## src/hw/rtl/jhgs_pkg.sv

```systemverilog
// ----------------------------------------------------------------------------
// jhgs_pkg
// Shared constants, codes and controller/datapath interface types.
// ----------------------------------------------------------------------------
package jhgs_pkg;

  localparam int unsigned MAX_DIM = 64;
  localparam int unsigned DIM_W   = $clog2(MAX_DIM);
  localparam int unsigned ADDR_W  = 2 * DIM_W;
  localparam int unsigned CELLS   = MAX_DIM * MAX_DIM;
  localparam int unsigned DATA_W  = 32;
  localparam int unsigned SIZE_W  = 7;
  localparam int unsigned ITER_W  = 16;
  localparam int unsigned ACC_W   = DATA_W + 2;

  localparam logic [1:0] OP_LOAD = 2'd0;
  localparam logic [1:0] OP_RUN  = 2'd1;
  localparam logic [1:0] OP_READ = 2'd2;

  localparam logic [1:0] KIND_CONVERGED = 2'd0;
  localparam logic [1:0] KIND_LIMIT     = 2'd1;
  localparam logic [1:0] KIND_SIZE_ERR  = 2'd2;
  localparam logic [1:0] KIND_READ      = 2'd3;

  localparam logic [1:0] REG_ROWS      = 2'd0;
  localparam logic [1:0] REG_COLS      = 2'd1;
  localparam logic [1:0] REG_MAX_ITER  = 2'd2;
  localparam logic [1:0] REG_THRESHOLD = 2'd3;

  typedef struct packed {
    logic              rd_bank;
    logic [ADDR_W-1:0] rd_addr;
    logic              acc_clr;
    logic              acc_add;
    logic              ld_wr;
    logic              cell_wr;
    logic              wr_bank;
    logic [ADDR_W-1:0] wr_addr;
    logic              worst_clr;
  } cmd_t;

  typedef struct packed {
    logic [DATA_W-1:0] rdata;
    logic [DATA_W-1:0] worst;
  } stat_t;

  typedef struct packed {
    logic [1:0]        kind;
    logic [DATA_W-1:0] read_value;
    logic [ITER_W-1:0] iterations_done;
    logic [DATA_W-1:0] max_change;
  } res_t;

endpackage

```

## src/hw/rtl/jhgs_ctrl.sv

```systemverilog
// ----------------------------------------------------------------------------
// jhgs_ctrl
// Command sequencer: loads, reads and the sweep loop over the grid.
// ----------------------------------------------------------------------------
module jhgs_ctrl (
  input  logic                        clk_i,
  input  logic                        rst_ni,
  input  logic                        cfg_we_i,
  input  logic [1:0]                  cfg_idx_i,
  input  logic [jhgs_pkg::DATA_W-1:0] cfg_data_i,
  input  logic                        in_fire_i,
  input  logic [1:0]                  opcode_i,
  input  logic [jhgs_pkg::DIM_W-1:0]  row_i,
  input  logic [jhgs_pkg::DIM_W-1:0]  col_i,
  input  logic                        out_busy_i,
  output logic                        ready_o,
  output logic                        res_valid_o,
  output jhgs_pkg::res_t              res_o,
  output jhgs_pkg::cmd_t              cmd_o,
  input  jhgs_pkg::stat_t             stat_i
);

  localparam logic [2:0] S_IDLE  = 3'd0;
  localparam logic [2:0] S_READ  = 3'd1;
  localparam logic [2:0] S_START = 3'd2;
  localparam logic [2:0] S_CELL  = 3'd3;
  localparam logic [2:0] S_ENDS  = 3'd4;

  localparam logic [2:0] STEP_N = 3'd0;
  localparam logic [2:0] STEP_S = 3'd1;
  localparam logic [2:0] STEP_W = 3'd2;
  localparam logic [2:0] STEP_E = 3'd3;
  localparam logic [2:0] STEP_C = 3'd4;
  localparam logic [2:0] STEP_WR = 3'd5;

  localparam logic [jhgs_pkg::SIZE_W-1:0] DIM_MAX = jhgs_pkg::SIZE_W'(jhgs_pkg::MAX_DIM);

  logic [2:0]                  state_q, state_d;
  logic [2:0]                  step_q, step_d;
  logic [jhgs_pkg::DIM_W-1:0]  r_q, r_d, c_q, c_d;
  logic [jhgs_pkg::ITER_W-1:0] iter_q, iter_d;
  logic                        bank_q, bank_d;
  logic [jhgs_pkg::ITER_W-1:0] sweeps_q, sweeps_d;
  logic [jhgs_pkg::DATA_W-1:0] largest_q, largest_d;
  logic [jhgs_pkg::SIZE_W-1:0] rows_q, cols_q;
  logic [jhgs_pkg::ITER_W-1:0] max_iter_q;
  logic [jhgs_pkg::DATA_W-1:0] thr_q;
  logic [jhgs_pkg::SIZE_W-1:0] rows_c, cols_c;
  logic [jhgs_pkg::ITER_W-1:0] iter_next;
  logic [jhgs_pkg::DIM_W-1:0]  r_up, r_dn, c_up, c_dn;
  logic                        last_col, last_row, tiny;

  assign rows_c    = (rows_q > DIM_MAX) ? DIM_MAX : rows_q;
  assign cols_c    = (cols_q > DIM_MAX) ? DIM_MAX : cols_q;
  assign iter_next = iter_q + 1'b1;
  assign r_up      = r_q + 1'b1;
  assign r_dn      = r_q - 1'b1;
  assign c_up      = c_q + 1'b1;
  assign c_dn      = c_q - 1'b1;
  assign last_col  = ({1'b0, c_q} + 7'd2) == cols_c;
  assign last_row  = ({1'b0, r_q} + 7'd2) == rows_c;
  assign tiny      = (rows_c < 7'd3) || (cols_c < 7'd3);
  assign ready_o   = (state_q == S_IDLE) && !out_busy_i;

  always_comb begin
    state_d   = state_q;
    step_d    = step_q;
    r_d       = r_q;
    c_d       = c_q;
    iter_d    = iter_q;
    bank_d    = bank_q;
    sweeps_d  = sweeps_q;
    largest_d = largest_q;
    res_valid_o = 1'b0;
    res_o       = '0;
    cmd_o           = '0;
    cmd_o.rd_bank   = bank_q;
    cmd_o.wr_bank   = ~bank_q;
    cmd_o.rd_addr   = {row_i, col_i};
    cmd_o.wr_addr   = {row_i, col_i};
    case (state_q)
      S_IDLE: begin
        if (in_fire_i) begin
          case (opcode_i)
            jhgs_pkg::OP_LOAD: begin
              cmd_o.ld_wr = 1'b1;
            end
            jhgs_pkg::OP_RUN: begin
              sweeps_d  = '0;
              largest_d = '0;
              if ((rows_c < 7'd2) || (cols_c < 7'd2)) begin
                res_valid_o = 1'b1;
                res_o.kind  = jhgs_pkg::KIND_SIZE_ERR;
              end else if (max_iter_q == '0) begin
                res_valid_o = 1'b1;
                res_o.kind  = jhgs_pkg::KIND_LIMIT;
              end else begin
                iter_d  = '0;
                state_d = S_START;
              end
            end
            jhgs_pkg::OP_READ: begin
              state_d = S_READ;
            end
            default: begin
            end
          endcase
        end
      end
      S_READ: begin
        res_valid_o           = 1'b1;
        res_o.kind            = jhgs_pkg::KIND_READ;
        res_o.read_value      = stat_i.rdata;
        res_o.iterations_done = sweeps_q;
        res_o.max_change      = largest_q;
        state_d               = S_IDLE;
      end
      S_START: begin
        cmd_o.worst_clr = 1'b1;
        r_d    = jhgs_pkg::DIM_W'(1);
        c_d    = jhgs_pkg::DIM_W'(1);
        step_d = STEP_N;
        state_d = tiny ? S_ENDS : S_CELL;
      end
      S_CELL: begin
        step_d = step_q + 1'b1;
        case (step_q)
          STEP_N: begin
            cmd_o.rd_addr = {r_dn, c_q};
            cmd_o.acc_clr = 1'b1;
          end
          STEP_S: begin
            cmd_o.rd_addr = {r_up, c_q};
            cmd_o.acc_add = 1'b1;
          end
          STEP_W: begin
            cmd_o.rd_addr = {r_q, c_dn};
            cmd_o.acc_add = 1'b1;
          end
          STEP_E: begin
            cmd_o.rd_addr = {r_q, c_up};
            cmd_o.acc_add = 1'b1;
          end
          STEP_C: begin
            cmd_o.rd_addr = {r_q, c_q};
            cmd_o.acc_add = 1'b1;
          end
          STEP_WR: begin
            cmd_o.cell_wr = 1'b1;
            cmd_o.wr_addr = {r_q, c_q};
            step_d = STEP_N;
            if (last_col) begin
              c_d = jhgs_pkg::DIM_W'(1);
              if (last_row) begin
                state_d = S_ENDS;
              end else begin
                r_d = r_up;
              end
            end else begin
              c_d = c_up;
            end
          end
          default: begin
            step_d = STEP_N;
          end
        endcase
      end
      S_ENDS: begin
        bank_d    = ~bank_q;
        sweeps_d  = iter_next;
        largest_d = stat_i.worst;
        res_o.iterations_done = iter_next;
        res_o.max_change      = stat_i.worst;
        if (stat_i.worst <= thr_q) begin
          res_valid_o = 1'b1;
          res_o.kind  = jhgs_pkg::KIND_CONVERGED;
          state_d     = S_IDLE;
        end else if (iter_next == max_iter_q) begin
          res_valid_o = 1'b1;
          res_o.kind  = jhgs_pkg::KIND_LIMIT;
          state_d     = S_IDLE;
        end else begin
          iter_d  = iter_next;
          state_d = S_START;
        end
      end
      default: begin
        state_d = S_IDLE;
      end
    endcase
  end

  always_ff @(posedge clk_i or negedge rst_ni) begin
    if (!rst_ni) begin
      state_q    <= S_IDLE;
      step_q     <= STEP_N;
      r_q        <= '0;
      c_q        <= '0;
      iter_q     <= '0;
      bank_q     <= 1'b0;
      sweeps_q   <= '0;
      largest_q  <= '0;
      rows_q     <= DIM_MAX;
      cols_q     <= DIM_MAX;
      max_iter_q <= jhgs_pkg::ITER_W'(1);
      thr_q      <= '0;
    end else begin
      state_q   <= state_d;
      step_q    <= step_d;
      r_q       <= r_d;
      c_q       <= c_d;
      iter_q    <= iter_d;
      bank_q    <= bank_d;
      sweeps_q  <= sweeps_d;
      largest_q <= largest_d;
      if (cfg_we_i) begin
        case (cfg_idx_i)
          jhgs_pkg::REG_ROWS:      rows_q     <= cfg_data_i[jhgs_pkg::SIZE_W-1:0];
          jhgs_pkg::REG_COLS:      cols_q     <= cfg_data_i[jhgs_pkg::SIZE_W-1:0];
          jhgs_pkg::REG_MAX_ITER:  max_iter_q <= cfg_data_i[jhgs_pkg::ITER_W-1:0];
          jhgs_pkg::REG_THRESHOLD: thr_q      <= cfg_data_i;
          default: begin
          end
        endcase
      end
    end
  end

endmodule

```

## config.mk

```make
export PLATFORM = sky130hd
export DESIGN_NAME = jhgs_ctrl
export DESIGN_NICKNAME = d
export VERILOG_FILES = /design/src/hw/rtl/jhgs_pkg.sv /design/src/hw/rtl/jhgs_ctrl.sv
export SDC_FILE = /design/constraint.sdc
export NUM_CORES = 1
export LEC_CHECK = 0
export BUFFER_PORTS_ARGS = -buffer_cell sky130_fd_sc_hd__buf_2
export CAP_MARGIN = 0
export CORE_MARGIN = 4
export CORE_UTILIZATION = 59
export DETAILED_ROUTE_END_ITERATION = 8
export MAX_ROUTING_LAYER = met4
export PLACE_DENSITY_LB_ADDON = 0.12
export SYNTH_ARGS = -nofsm -noshare
export SYNTH_HDL_FRONTEND = slang
export SYNTH_SLANG_ARGS = --single-unit
```

## constraint.sdc

```tcl
create_clock -name clk_i -period 5.29 [get_ports clk_i]
set_input_delay 0.529 -clock clk_i [delete_from_list [all_inputs] [get_ports clk_i]]
set_output_delay 0.529 -clock clk_i [all_outputs]
set_load 0.005 [all_outputs]
```

==> results.md <==
- CP bufs+invs: 2
- HP Class: input port to asynchronous set/reset pin
- Clock slew at reported path FFs: approximately 0.06 ns
- Ratio of cells with drive above 1 in the final layout: 0.310
- Leakage: around 6 nW
- DRT Pass-1 Iters: 5
- Fin. max-slew vios: 0
- Clock Skew: just over 0.007 ns
- Skew-Pair Late Insertion Delay: 0.42 ns
- Post-Synthesis Cells: around 1000
- Via density per instance: between 5 and 6
- Die width: between 100 and 150 um
- RSZ-0062 raised after global routing: false
- Main area contributors after synthesis: dfrtp_1 36%, mux2_2 7.3%, ha_1 6.2%, a22o_1 5.8%, nand2_1 4.4%
- Top_reg_cell synth: dfrtp_1
- Top sig layer: met4
- Vias: 8556
- Total die area: approximately 19000 um2
- Metal3 WL: approximately 1600 um
- Filler instances: between 1000 and 1500
- Worst EP required: about 4.8 ns
- Int Pwr: between 2 and 3 mW
- Post-CTS resize count: 0
- Worst path top cell family by delay: compound AO/OA/AOI/OAI gates
- Post-Route WL: about 26000 um
- Met1 wire length: 11900 um
- Syn_nets: about 1200
- Worst Setup SP: iter_q[0]
- Tot GR Track Use: 0.294
- Net Sw Power: around 1.6 mW
- Worst R2R Path Depth: 10
- Setup repair bufs after CTS: 0
- PnR worst setup slack: roughly 1.4 ns
- Final setup viols: 0
- Final estimated routing congestion in global placement: about 0.9
- FF-to-FF setup slack: roughly 2.3 ns
- Pwr Density: 382 nW/um2
- Routed len/inst: 18.4 um
- Mean post-synth cell area: approximately 9.5 um2
- Post-Route Utilization: 0.718
- Remaining antenna violation count: 0
- CTS H-tree depth: 4
- Setup TNS: 0 ns
- TritonCTS Buffers: 17
- Max-cap viol count: 0
- Count of cell types in the netlist: 79
- Core area: roughly 16000 um2
- EDFF count, synth: 0
- Port buffer count: approximately 230
- Fmax: about 0.26 GHz
- Gr ovfl total: 0
- Vias in the first global route: ~8000
- Placed cell areas: 10900 um2
- DRT iter0 DRCs: about 710
- Worst slew margin: 0.169
- Cts hold-fix bufs: 0
- Power share of the clock group: 0.293
- Fin crit period: slightly below 4 ns
- Worst path max stage delay: about 0.53 ns
- RR Endpoint: iter_q[0]
- Pin count of the biggest net entering global routing: 98
- Sw frac: 0.356
- Seq cells post-synth: about 150
- Nets: around 1400
- R2r startpoint: iter_q[0]
- Stages on worst setup path: 10
- I/O pins: about 230
- Sequential share of power: 0.350
- Crit path cell chain: ha_1 -> and3_1 -> nand2_4 -> xnor3_1 -> a2111oi_4 -> nand4_2 -> o21ai_2 -> buf_4 -> a221o_1 -> buf_2
- Initial Util: 0.607
- Post-layout instance area: approximately 12000 um2
- WHS: between 0.15 and 0.2 ns
- Yosys warning total: 0
- Startpoint types: flop
- Clk sinks: between 100 and 150
- Fin crit share: 0.732
- Final hold violation count: 0
- Pre-CTS setup slack: 1.79 ns
- Synth async-reset ratio: 1.00
- Crit path kind: flop to output port
- First-pass GRT wire length: around 42000 um
- Crit Path Max Fanout: 31
- Slowest cell on the critical path: dfrtp_1
- Status: complete, no violations
- Met2 routed WL: 12500 um
- Post-DP HPWL: about 19000 um
- Critical Path AT: approximately 3.3 ns
- Initial antenna violation count: 1
- Least-Margin Pin Slew: between 1 and 1.5 ns
- Combinational share of power: 0.358
- DRC viols: 0
- Post-synthesis sequential area ratio: 0.373
- Root Driver: clkbuf_16
- CTS tree: done
- Synthesized cell area: between 9000 and 10000 um2
- Peak VDD IR: ~0.26 mV
- Rows: between 40 and 50
- Synth top area share: 0.364
- Cell taking the most area after synthesis: dfrtp_1
- Area grow syn2layout: 18.3%
- Worst Setup EP: res_valid_o
- Crit end category: output port
- Longest Clk Path Bufs: 2
- Die Span Y: around 140 um
[cells by family (layout without fill, tap and decap cells)]
group                      after synthesis  after routing  synth area share
other                                    0              2                 0
adders and majority gates               48             48            0.0616
buffers and inverters                  127            324            0.0576
AOI/OAI and AO/OA                      249            249             0.191
xor gates and xnor gates                41             41            0.0441
muxes                                   73             73            0.0830
and+or+nand+nor                        339            339             0.190
DFF                                    145            145             0.373
[stage by stage]
step	total power, mW	instances
after floorplan	2.57	1022
after global placement	3.07	1403
after detailed placement	3.11	1403
after CTS	4.42	1435
after global routing	4.67	1436
final	4.41	1437
[worst reg2reg max path, stage by stage (launching register included)]
cell       delay, ns
dfrtp_1         0.53
ha_1            0.28
and3_1          0.38
nand2_4         0.15
xnor3_1         0.25
a2111oi_4       0.34
nand4_2         0.16
o21ai_2         0.15
buf_4           0.33
a21oi_1         0.18
mux2i_1         0.19
[power by group through the flow]
stage                     registers (mW)  logic (mW)  clock network (mW)
after floorplan                     1.46        1.11                   0
after global placement              1.54        1.53                   0
after detailed placement            1.54        1.57                   0
after CTS                           1.54        1.58                1.31
after global routing                1.57        1.75                1.36
final                               1.54        1.58                1.29
[cell usage in the layout, fill, tap and decap left out, drive strengths merged, types with 9 or more instances in the layout]
| master | netlist | routed |
|---|---|---|
| a21o | 31 | 31 |
| a21oi | 27 | 27 |
| a22o | 65 | 65 |
| and2 | 35 | 35 |
| buf | 30 | 237 |
| clkbuf | 42 | 20 |
| dfrtp | 142 | 142 |
| ha | 48 | 48 |
| inv | 55 | 57 |
| mux2 | 63 | 63 |
| mux2i | 10 | 10 |
| nand2 | 114 | 114 |
| nand3 | 42 | 42 |
| nand4 | 19 | 19 |
| nor2 | 43 | 43 |
| nor3 | 15 | 15 |
| nor4 | 9 | 9 |
| o211ai | 19 | 19 |
| o21ai | 51 | 51 |
| o22ai | 10 | 10 |
| or4 | 16 | 16 |
| xnor2 | 22 | 22 |
| xor2 | 14 | 14 |
[flip-flops by register name (all words and copies together) (netlist names)]
name	cells
step_q	3
iter_q	16
thr_q	32
r_q	6
rows_q	7
c_q	6
cols_q	7
sweeps_q	16
largest_q	32
max_iter_q	16
state_q	3
bank_q	1
[worst min-delay path by stage]
stage | start | endpoint | slack, ns
floorplan | rst_ni | bank_q | 0.23
global placement | sweeps_q[7] | sweeps_q[7] | 0.46
detailed placement | sweeps_q[13] | sweeps_q[13] | 0.47
CTS | rst_ni | sweeps_q[8] | 0.24
global route | rst_ni | sweeps_q[10] | 0.25
finish | rst_ni | sweeps_q[8] | 0.17
[synth_stat cells (all sizes together), types with 5 or more instances]
library cell  number
o31ai              5
and3               6
buf               30
a221o              5
nand2b             5
ha                48
nor2              43
mux2i             10
xnor2             22
o22ai             10
and2              35
o21ai             51
a22o              65
or4               16
a21o              31
and4               5
dfrtp            142
nand3             42
nand2            114
nand3b             5
o211ai            19
a21oi             27
inv               55
mux2              63
clkbuf            42
nor4               9
nor2b              7
nor3b              5
nand4             19
xor2              14
nor3              15
[final cells by class]
class / count / area, um2 / area share
multi-input combinational: 750 / 5580 / 0.484
antenna: 2 / 5.00 / 0.000434
tap: 216 / 270 / 0.0234
clock inverter: 12 / 179 / 0.0155
timing repair buffer: 237 / 1210 / 0.105
clock buffer: 20 / 457 / 0.0396
inverter: 55 / 206 / 0.0179
sequential: 145 / 3630 / 0.315
[per-layer routing]
layer  vias up  track usage
li1       4089            -
met1      4189        0.409
met2       236        0.441
met3        42       0.0625
met4         0       0.0806
met5         -            -
No activity file was read; power rests on OpenSTA's default activity.
